[src/rtl/phn_pkg.sv]
package phn_pkg;

   // Phase word: 2^32 per turn
   localparam int unsigned PHASE_W      = 32;
   localparam logic [31:0] QUARTER_TURN = 32'h4000_0000;

   // Gain products are scaled down by this many bits
   localparam int unsigned GAIN_SHIFT = 15;

   // Register map
   localparam int unsigned       CSR_INDEX_W      = 2;
   localparam logic [CSR_INDEX_W-1:0] CSR_CENTER_FREQ = 2'd0;
   localparam logic [CSR_INDEX_W-1:0] CSR_GAIN_ALPHA  = 2'd1;
   localparam logic [CSR_INDEX_W-1:0] CSR_GAIN_BETA   = 2'd2;

   // Cosine table generation constants, Q2.30
   localparam longint ONE_Q30     = longint'(1) << 30;
   localparam longint HALF_PI_Q30 = 1686629713;

   // Step strobes from the sequencer to the loop datapath
   typedef struct packed {
      logic load_pilot;
      logic mul_err;
      logic shift_err;
      logic mul_gain;
      logic cap_first;
      logic cap_second;
      logic cap_third;
      logic update;
   } phn_ctrl_type;

   // Cosine over the first quadrant, u in quarter-turn units of 2^30
   function automatic longint quarter_cos(input logic [31:0] u, input longint amp);
      logic [63:0] x;
      logic [63:0] x2;
      logic [63:0] p;
      logic [63:0] q;
      longint      t;
      x  = ({32'd0, u} * 64'(HALF_PI_Q30)) >> 30;
      x2 = (x * x) >> 30;
      t  = ONE_Q30;
      // Horner form of the degree-12 Taylor series, innermost term first
      for (int i = 0; i < 6; i++) begin
         p = (x2 * 64'(t)) >> 30;
         case (i)
            0: q = p / 64'd132;
            1: q = p / 64'd90;
            2: q = p / 64'd56;
            3: q = p / 64'd30;
            4: q = p / 64'd12;
            default: q = p / 64'd2;
         endcase
         t = ONE_Q30 - longint'(q);
         if (t < 0) begin
            t = 0;
         end
      end
      return longint'((64'(t) * 64'(amp) + 64'd536870912) >> 30);
   endfunction

   // Full-turn cosine by quarter-wave symmetry
   function automatic longint rom_cos(input logic [31:0] phase, input longint amp);
      logic [31:0] frac;
      logic [31:0] u;
      longint      v;
      frac = {2'b00, phase[29:0]};
      u    = phase[30] ? (QUARTER_TURN - frac) : frac;
      v    = quarter_cos(u, amp);
      return (phase[31] ^ phase[30]) ? -v : v;
   endfunction

endpackage

[src/rtl/phn_loop.sv]
module phn_loop #(
   parameter int SAMPLE_BITS = 16
) (
   input  logic                                clock,
   input  logic                                reset,
   input  phn_pkg::phn_ctrl_type               ctrl,
   input  logic [SAMPLE_BITS-1:0]              pilot_sample,
   input  logic [SAMPLE_BITS-1:0]              rd_data,
   input  logic                                csr_we,
   input  logic [phn_pkg::CSR_INDEX_W-1:0]     csr_index,
   input  logic [31:0]                         csr_data,
   output logic [phn_pkg::PHASE_W-1:0]         phase,
   output logic [SAMPLE_BITS-1:0]              carrier_first,
   output logic [SAMPLE_BITS-1:0]              carrier_second,
   output logic [SAMPLE_BITS-1:0]              carrier_third
);

   localparam int PROD_W  = 2 * SAMPLE_BITS;
   localparam int ERR_W   = SAMPLE_BITS + 2;
   localparam int GPROD_W = 33 + ERR_W;
   localparam int TERM_W  = GPROD_W - phn_pkg::GAIN_SHIFT;
   localparam int SUM_W   = ((TERM_W > 32) ? TERM_W : 32) + 1;
   localparam logic signed [SUM_W-1:0] FREQ_MAX = {{(SUM_W-31){1'b0}}, {31{1'b1}}};
   localparam logic signed [SUM_W-1:0] FREQ_MIN = {{(SUM_W-31){1'b1}}, {31{1'b0}}};

   logic [31:0]                 phase_ff, phase_in;
   logic signed [31:0]          freq_ff, freq_in;
   logic [31:0]                 alpha_ff, beta_ff;
   logic signed [SAMPLE_BITS-1:0] pilot_ff;
   logic signed [PROD_W-1:0]    prod_ff, prod_in;
   logic signed [PROD_W:0]      neg_prod;
   logic signed [ERR_W-1:0]     err_ff;
   logic signed [GPROD_W-1:0]   alpha_prod_ff, alpha_prod_in;
   logic signed [GPROD_W-1:0]   beta_prod_ff, beta_prod_in;
   logic signed [TERM_W-1:0]    pterm, iterm;
   logic signed [SUM_W-1:0]     freq_ext, step_sum, freq_sum;
   logic [SAMPLE_BITS-1:0]      first_ff, second_ff, third_ff;

   // Phase error product and gain products
   assign prod_in       = pilot_ff * $signed(rd_data);
   assign neg_prod      = -$signed({prod_ff[PROD_W-1], prod_ff});
   assign alpha_prod_in = $signed({1'b0, alpha_ff}) * err_ff;
   assign beta_prod_in  = $signed({1'b0, beta_ff}) * err_ff;

   // Scale gain terms down, rounding toward minus infinity
   assign pterm    = alpha_prod_ff[GPROD_W-1:phn_pkg::GAIN_SHIFT];
   assign iterm    = beta_prod_ff[GPROD_W-1:phn_pkg::GAIN_SHIFT];
   assign freq_ext = {{(SUM_W-32){freq_ff[31]}}, freq_ff};
   assign step_sum = freq_ext + {{(SUM_W-TERM_W){pterm[TERM_W-1]}}, pterm};
   assign freq_sum = freq_ext + {{(SUM_W-TERM_W){iterm[TERM_W-1]}}, iterm};

   // Advance phase and saturate frequency; a center_frequency write reloads the frequency
   always_comb begin
      phase_in = phase_ff;
      freq_in  = freq_ff;
      if (ctrl.update) begin
         phase_in = phase_ff + step_sum[31:0];
         if (freq_sum > FREQ_MAX) begin
            freq_in = FREQ_MAX[31:0];
         end else if (freq_sum < FREQ_MIN) begin
            freq_in = FREQ_MIN[31:0];
         end else begin
            freq_in = freq_sum[31:0];
         end
      end
      if (csr_we && (csr_index == phn_pkg::CSR_CENTER_FREQ)) begin
         freq_in = csr_data;
      end
   end

   // Loop state and gains
   always_ff @(posedge clock) begin
      if (reset) begin
         phase_ff <= '0;
         freq_ff  <= '0;
         alpha_ff <= '0;
         beta_ff  <= '0;
      end else begin
         phase_ff <= phase_in;
         freq_ff  <= freq_in;
         if (csr_we && (csr_index == phn_pkg::CSR_GAIN_ALPHA)) begin
            alpha_ff <= csr_data;
         end
         if (csr_we && (csr_index == phn_pkg::CSR_GAIN_BETA)) begin
            beta_ff <= csr_data;
         end
      end
   end

   // Datapath registers, each loaded on its own sequencer strobe
   always_ff @(posedge clock) begin
      if (ctrl.load_pilot) begin
         pilot_ff <= $signed(pilot_sample);
      end
      if (ctrl.mul_err) begin
         prod_ff <= prod_in;
      end
      if (ctrl.shift_err) begin
         err_ff <= neg_prod[PROD_W:SAMPLE_BITS-1];
      end
      if (ctrl.mul_gain) begin
         alpha_prod_ff <= alpha_prod_in;
         beta_prod_ff  <= beta_prod_in;
      end
      if (ctrl.cap_first) begin
         first_ff <= rd_data;
      end
      if (ctrl.cap_second) begin
         second_ff <= rd_data;
      end
      if (ctrl.cap_third) begin
         third_ff <= rd_data;
      end
   end

   assign phase          = phase_ff;
   assign carrier_first  = first_ff;
   assign carrier_second = second_ff;
   assign carrier_third  = third_ff;

endmodule

[config.mk]
export PLATFORM = sky130hd
export DESIGN_NAME = phn_loop
export DESIGN_NICKNAME = d
export VERILOG_FILES = /design/src/rtl/phn_pkg.sv /design/src/rtl/phn_loop.sv
export SDC_FILE = /design/constraint.sdc
export NUM_CORES = 2
export LEC_CHECK = 0
export BUFFER_PORTS_ARGS = -buffer_cell sky130_fd_sc_hd__buf_4
export CORE_MARGIN = 1.5
export CORE_UTILIZATION = 30
export DETAILED_ROUTE_END_ITERATION = 8
export GPL_ROUTABILITY_DRIVEN = 1
export PLACE_DENSITY = 0.53
export SLEW_MARGIN = 20
export SYNTH_ARGS = -nofsm -noshare
export SYNTH_HDL_FRONTEND = slang
export SYNTH_SLANG_ARGS = --single-unit
[constraint.sdc]
create_clock -name clock -period 8 [get_ports clock]
set_clock_uncertainty 0.05 [all_clocks]
set_input_delay 2.4 -clock clock [delete_from_list [all_inputs] [get_ports clock]]
set_output_delay 2.4 -clock clock [all_outputs]
set_load 0.01 [all_outputs]
## Yosys cells after proc, flatten, opt, wreduce, memory -nomap -nowiden

Index checks and enable logic that the tools add are counted.

| storage, ports and cells | value |
|---|---|
| memories | 0 |
| bits in registers | 340 |
| ROM bits | 0 |
| latch bits | 0 |
| output and inout bits | 80 |
| bits in writable memories | 0 |

| operators by class | value |
|---|---|
| add/sub/neg operators | 4 |
| muxes and demuxes | 4 |
| equal/unequal tests | 2 |
| div/mod/pow operators | 0 |
| $mul | 3 |
| reduce and logical (&&, ||, !) cells | 5 |
| $lt $le $gt $ge | 2 |
| shift-type cells | 0 |
| bitwise operators | 0 |

Operator list:

| kind | count |
|---|---|
| two-way mux 32 bit | 4 |
| adder 32 bit | 2 |
| multiplier 33 x 18 -> 51 bit | 1 |
| multiplier 33 x 18 -> 47 bit | 1 |
| adder 32 x 36 -> 37 bit | 1 |
| > comparator 37 x 32 -> 1 bit, second input constant | 1 |
| less-than comparator 37 x 32 -> 1 bit, second input constant | 1 |
| negation 32 -> 33 bit | 1 |
| multiplier 16 x 16 -> 32 bit | 1 |
| logical AND 1 bit | 3 |
| == test 2 x 1 -> 1 bit, second input constant | 1 |
| == test 2 bit, second input constant | 1 |
| zero test 2 bit | 1 |
| nonzero test 2 bit | 1 |

## Longest topological paths before layout

| depth | value |
|---|---|
| word-level depth | 6 |
| mapped depth | 27 |
| gate-level depth less buffers | 25 |

## Worst setup path after synthesis

Ideal clock, no wire load.

| timing path | value |
|---|---|
| kind | input to register |
| from | input port rd_data[1] |
| to | register prod_ff[31], data pin |
| arrival | 7,840 ps |
| required time | 7,690 ps |
| path buffers | 1 |
| setup slack | -149 ps |
| stages | 23 |
| cell sequence | clkbuf_1 -> and2_1 -> fa_1 -> inv_1 -> fa_1 -> inv_1 -> fa_1 -> fa_1 -> inv_1 -> fa_1 -> fa_1 -> inv_1 -> ha_1 -> a21o_1 -> a21o_1 -> a21oi_1 -> o22ai_1 -> a31oi_1 -> a21boi_0 -> a2111oi_0 -> o21bai_1 -> a21oi_1 -> xnor2_1 |

| between the ends | value |
|---|---|
| longest elaborated chain between the ends | 1 |

Ends and longest elaborated chain:

| element | RTL line | source |
|---|---|---|
| start, declared | phn_loop.sv:8 | `input logic [SAMPLE_BITS-1:0] rd_data,` |
| multiplier 16 x 16 -> 32 bit | phn_loop.sv:40 | `assign prod_in = pilot_ff * $signed(rd_data);` |
| via prod_in[31] | phn_loop.sv:30 | `logic signed [PROD_W-1:0] prod_ff, prod_in;` |
| end signal, assigned | phn_loop.sv:96 | `prod_ff <= prod_in;` |
| end, declared | phn_loop.sv:30 |  |

The timed path passes the listed nets, and every way through them passes these cells.
A chain may end at the register's enable or synchronous reset.

## Final worst setup path

Ends and elaborated chain as after synthesis.

==> impl_metrics.json <==
{
  "portBuffers": 156,
  "initialDrtViolationCount": 2699,
  "final_cell_mix": "inv_1, fa_1, nand2_1",
  "fin_crit_sh_pct": 96.02,
  "hold_viol": 0,
  "critPathArrivalTime_ns": 7.97,
  "critPathKind": "in2reg",
  "postSynth.asyncResetShare_pct": 0,
  "ant_nets": 0,
  "highest_layer": "met4",
  "dpl.hpwl_um": 138600,
  "start_util_pct": 30.13,
  "avgSynthCellArea_um2": 9.179,
  "dieArea_um2": 203000,
  "nets": 8403,
  "netlist_area_um2": 60100,
  "timing.slew.headroom_pct": 25.53,
  "synth_top_area_share_pct": 41.71,
  "areaGrowthSynthToFinish_pct": 10.70,
  "firstDrtPassIters": 8,
  "num_io_pins": 157,
  "worstSkewPairLatency_ns": 0.62,
  "path_common_cell": "fa_1",
  "setup_viol": 0,
  "antenna_found_initial": 4,
  "path_buf_inv": 6,
  "wl_met2_um": 80180,
  "postCtsHoldBufs": 0,
  "dr_wl_met3_um": 10780,
  "grt_start_max_net_pins": 69,
  "synth_seq_cells": 310,
  "core_um2": 199500,
  "path_delay_family": "adder cells",
  "r2r_slack_ns": 0.39,
  "holdWs_ns": 0.4520,
  "cp_max_fo": 7,
  "wl_met1_um": 76520,
  "max_freq_mhz": 130.2,
  "cts_max_path_buffers": 3,
  "synth_area_leaders": "fa_1, edfxtp_1, ha_1, inv_1, nand2_1",
  "status": "finished clean",
  "layout_commonest_cell": "inv_1",
  "cts_resized": 0,
  "maxSlewViolCount": 0,
  "vias": 43435,
  "gp_routability_congestion": 0.8696,
  "min_path_type": "reg2reg",
  "yosys_warnings": 0,
  "cp-end-kind": "flop",
  "syn_inst": 6547,
  "worstPathCellList": "buf_4 > and2_1 > fa_1 > inv_1 > fa_1 > inv_1 > fa_1 > fa_1 > inv_1 > fa_1 > fa_1 > inv_1 > ha_4 > a21o_1 > a21o_1 > a21oi_2 > o22ai_1 > a31oi_1 > buf_4 > a21boi_2 > a2111oi_2 > o21bai_1 > a21oi_1 > xnor2_1",
  "grt_pass1_wl_um": 271600,
  "cts_setup_buffers": 0,
  "required_ns": 8.29,
  "powerDensity_nw_per_um2": 365.1,
  "globalRouteOverflowTotal": 0,
  "slowest_stage": "fa_1",
  "p_leak_uw": 0.03159,
  "max-vdd-ir-drop_mv": 0.5908,
  "rows": 164,
  "synth_nets": 8312,
  "synth.distinct_cells": 73,
  "critical-path-max-stage-delay_ns": 0.56,
  "synth_ff_type": "edfxtp_1",
  "wl_per_cell_um": 18.40,
  "clock-sinks": 310,
  "synth_largest_area_cell": "fa_1",
  "grt_pass1_vias": 47079,
  "die_h_um": 450.6,
  "clockRootBuffer": "clkbuf_16",
  "fin_crit_ns": 7.682,
  "cp-start-kind": "input port",
  "maxCapViolations": 0,
  "worstMarginPinSlew_ns": 1.117,
  "drc": 0,
  "cts_tree": "done",
  "cts_max_level": 2,
  "ys_seq_area_share_pct": 13.36,
  "path_clk_slew_ns": 0.07,
  "grt.total_usage_pct": 17.07,
  "drive_above_1_share_pct": 7.170,
  "drt-vias-per-instance": 4.658,
  "routed_wirelength_um": 171500,
  "fin_tns_setup_ns": 0,
  "synth-edff-count": 182,
  "floorplan.die.width_um": 450.6,
  "cts_buffers": 38,
  "rsz0062_at_grt": "false"
}
[final cells by class]
cell class	count	area, um2
repair buffers	396	3136
inverters	1452	5450
clock buffers	50	1026
well taps	2656	3323
fillers	20758	132900
multi-input cells	4440	45350
clock inverters	19	210.2
diodes	2	5.005
flip-flops and latches	310	8028
[synth_stat cells, drive strengths merged, types with 15 or more instances]
master and number:
o21ai 102, a21o 78, ha 436, nor3 33, xnor2 111, a211oi 16, a31oi 15, o21a 22
nand2 1045, nand4 26, inv 1450, fa 1252, mux2i 21, clkbuf 334, dfxtp 128, a21oi 208
o21bai 22, and2 537, nand2b 44, a221oi 31, edfxtp 182, nand3 30, nor2b 22, xor2 60
nor2 168
[cell families (layout without fill, tap and decap cells)]
logic type / Yosys count / after routing / share of synthesized area, %
AOI/OAI and AO/OA: 589 / 589 / 6.236
xor gates and xnor gates: 171 / 171 / 2.492
adders and majority gates: 1688 / 1688 / 50.78
buffers and inverters: 1797 / 1917 / 11.24
DFF: 310 / 310 / 13.36
muxes: 22 / 22 / 0.3685
other: 0 / 2 / 0
and+or+nand+nor: 1970 / 1970 / 15.52
[metal layers]
metal | vias up | track usage [%]
met3 | 187 | 2.562
li1 | 19814 | -
met4 | 0 | 4.009
met2 | 1181 | 28.42
met1 | 22253 | 23.27
met5 | - | 0
[through the flow]
step / power [uW] / instances / setup slack, ns / utilization [%] / instance area (um2)
detailed placement: 22570 / 9254 / -0.3988 / 32.73 / 65280
finish: 24290 / 9325 / 0.3180 / 33.35 / 66530
global placement: 22310 / 9254 / -0.3350 / 32.73 / 65280
CTS: 24500 / 9323 / 0.2798 / 33.35 / 66520
global route: 27080 / 9323 / 0.009486 / 33.35 / 66520
floorplan: 16650 / 6547 / -0.01118 / - / 60120
[worst reg2reg max path, cell delays in order, from the launching register on]
cell      delay (ns)
edfxtp_1        0.70
buf_4           0.43
buf_4           0.22
nand2_1         0.08
fa_1            0.57
inv_1           0.05
fa_1            0.57
fa_1            0.46
fa_1            0.46
fa_1            0.50
inv_1           0.05
fa_1            0.52
inv_1           0.06
ha_1            0.33
a21o_1          0.19
a21oi_1         0.19
nor2b_1         0.23
o311ai_1        0.14
buf_4           0.20
and4b_1         0.23
nor3_1          0.19
buf_4           0.17
a21oi_1         0.12
or4_1           0.43
o311ai_0        0.22
[sequential cells by signal (all words and copies together), names as in the netlist, 18 cells and up]
signal         count
beta_ff           32
alpha_prod_ff     32
alpha_ff          32
err_ff            18
freq_ff           32
prod_ff           32
beta_prod_ff      36
phase             32
[worst paths after layout]
kind / startpoint / endpoint / cells after the start
min: phase[0] / phase[0] / 2
max reg2reg: err_ff[12] / beta_prod_ff[41] / 24
max: rd_data[1] / prod_ff[31] / 24
min reg2reg: phase[0] / phase[0] / 2
[power breakdown]
group / internal (uW) / switching (uW) / leakage (uW)
sequential: 2860 / 503 / 0.00284
combinational: 8580 / 10600 / 0.0282
clock: 984 / 794 / 0.000594
Note: power is estimated with default switching activity, not from simulation.
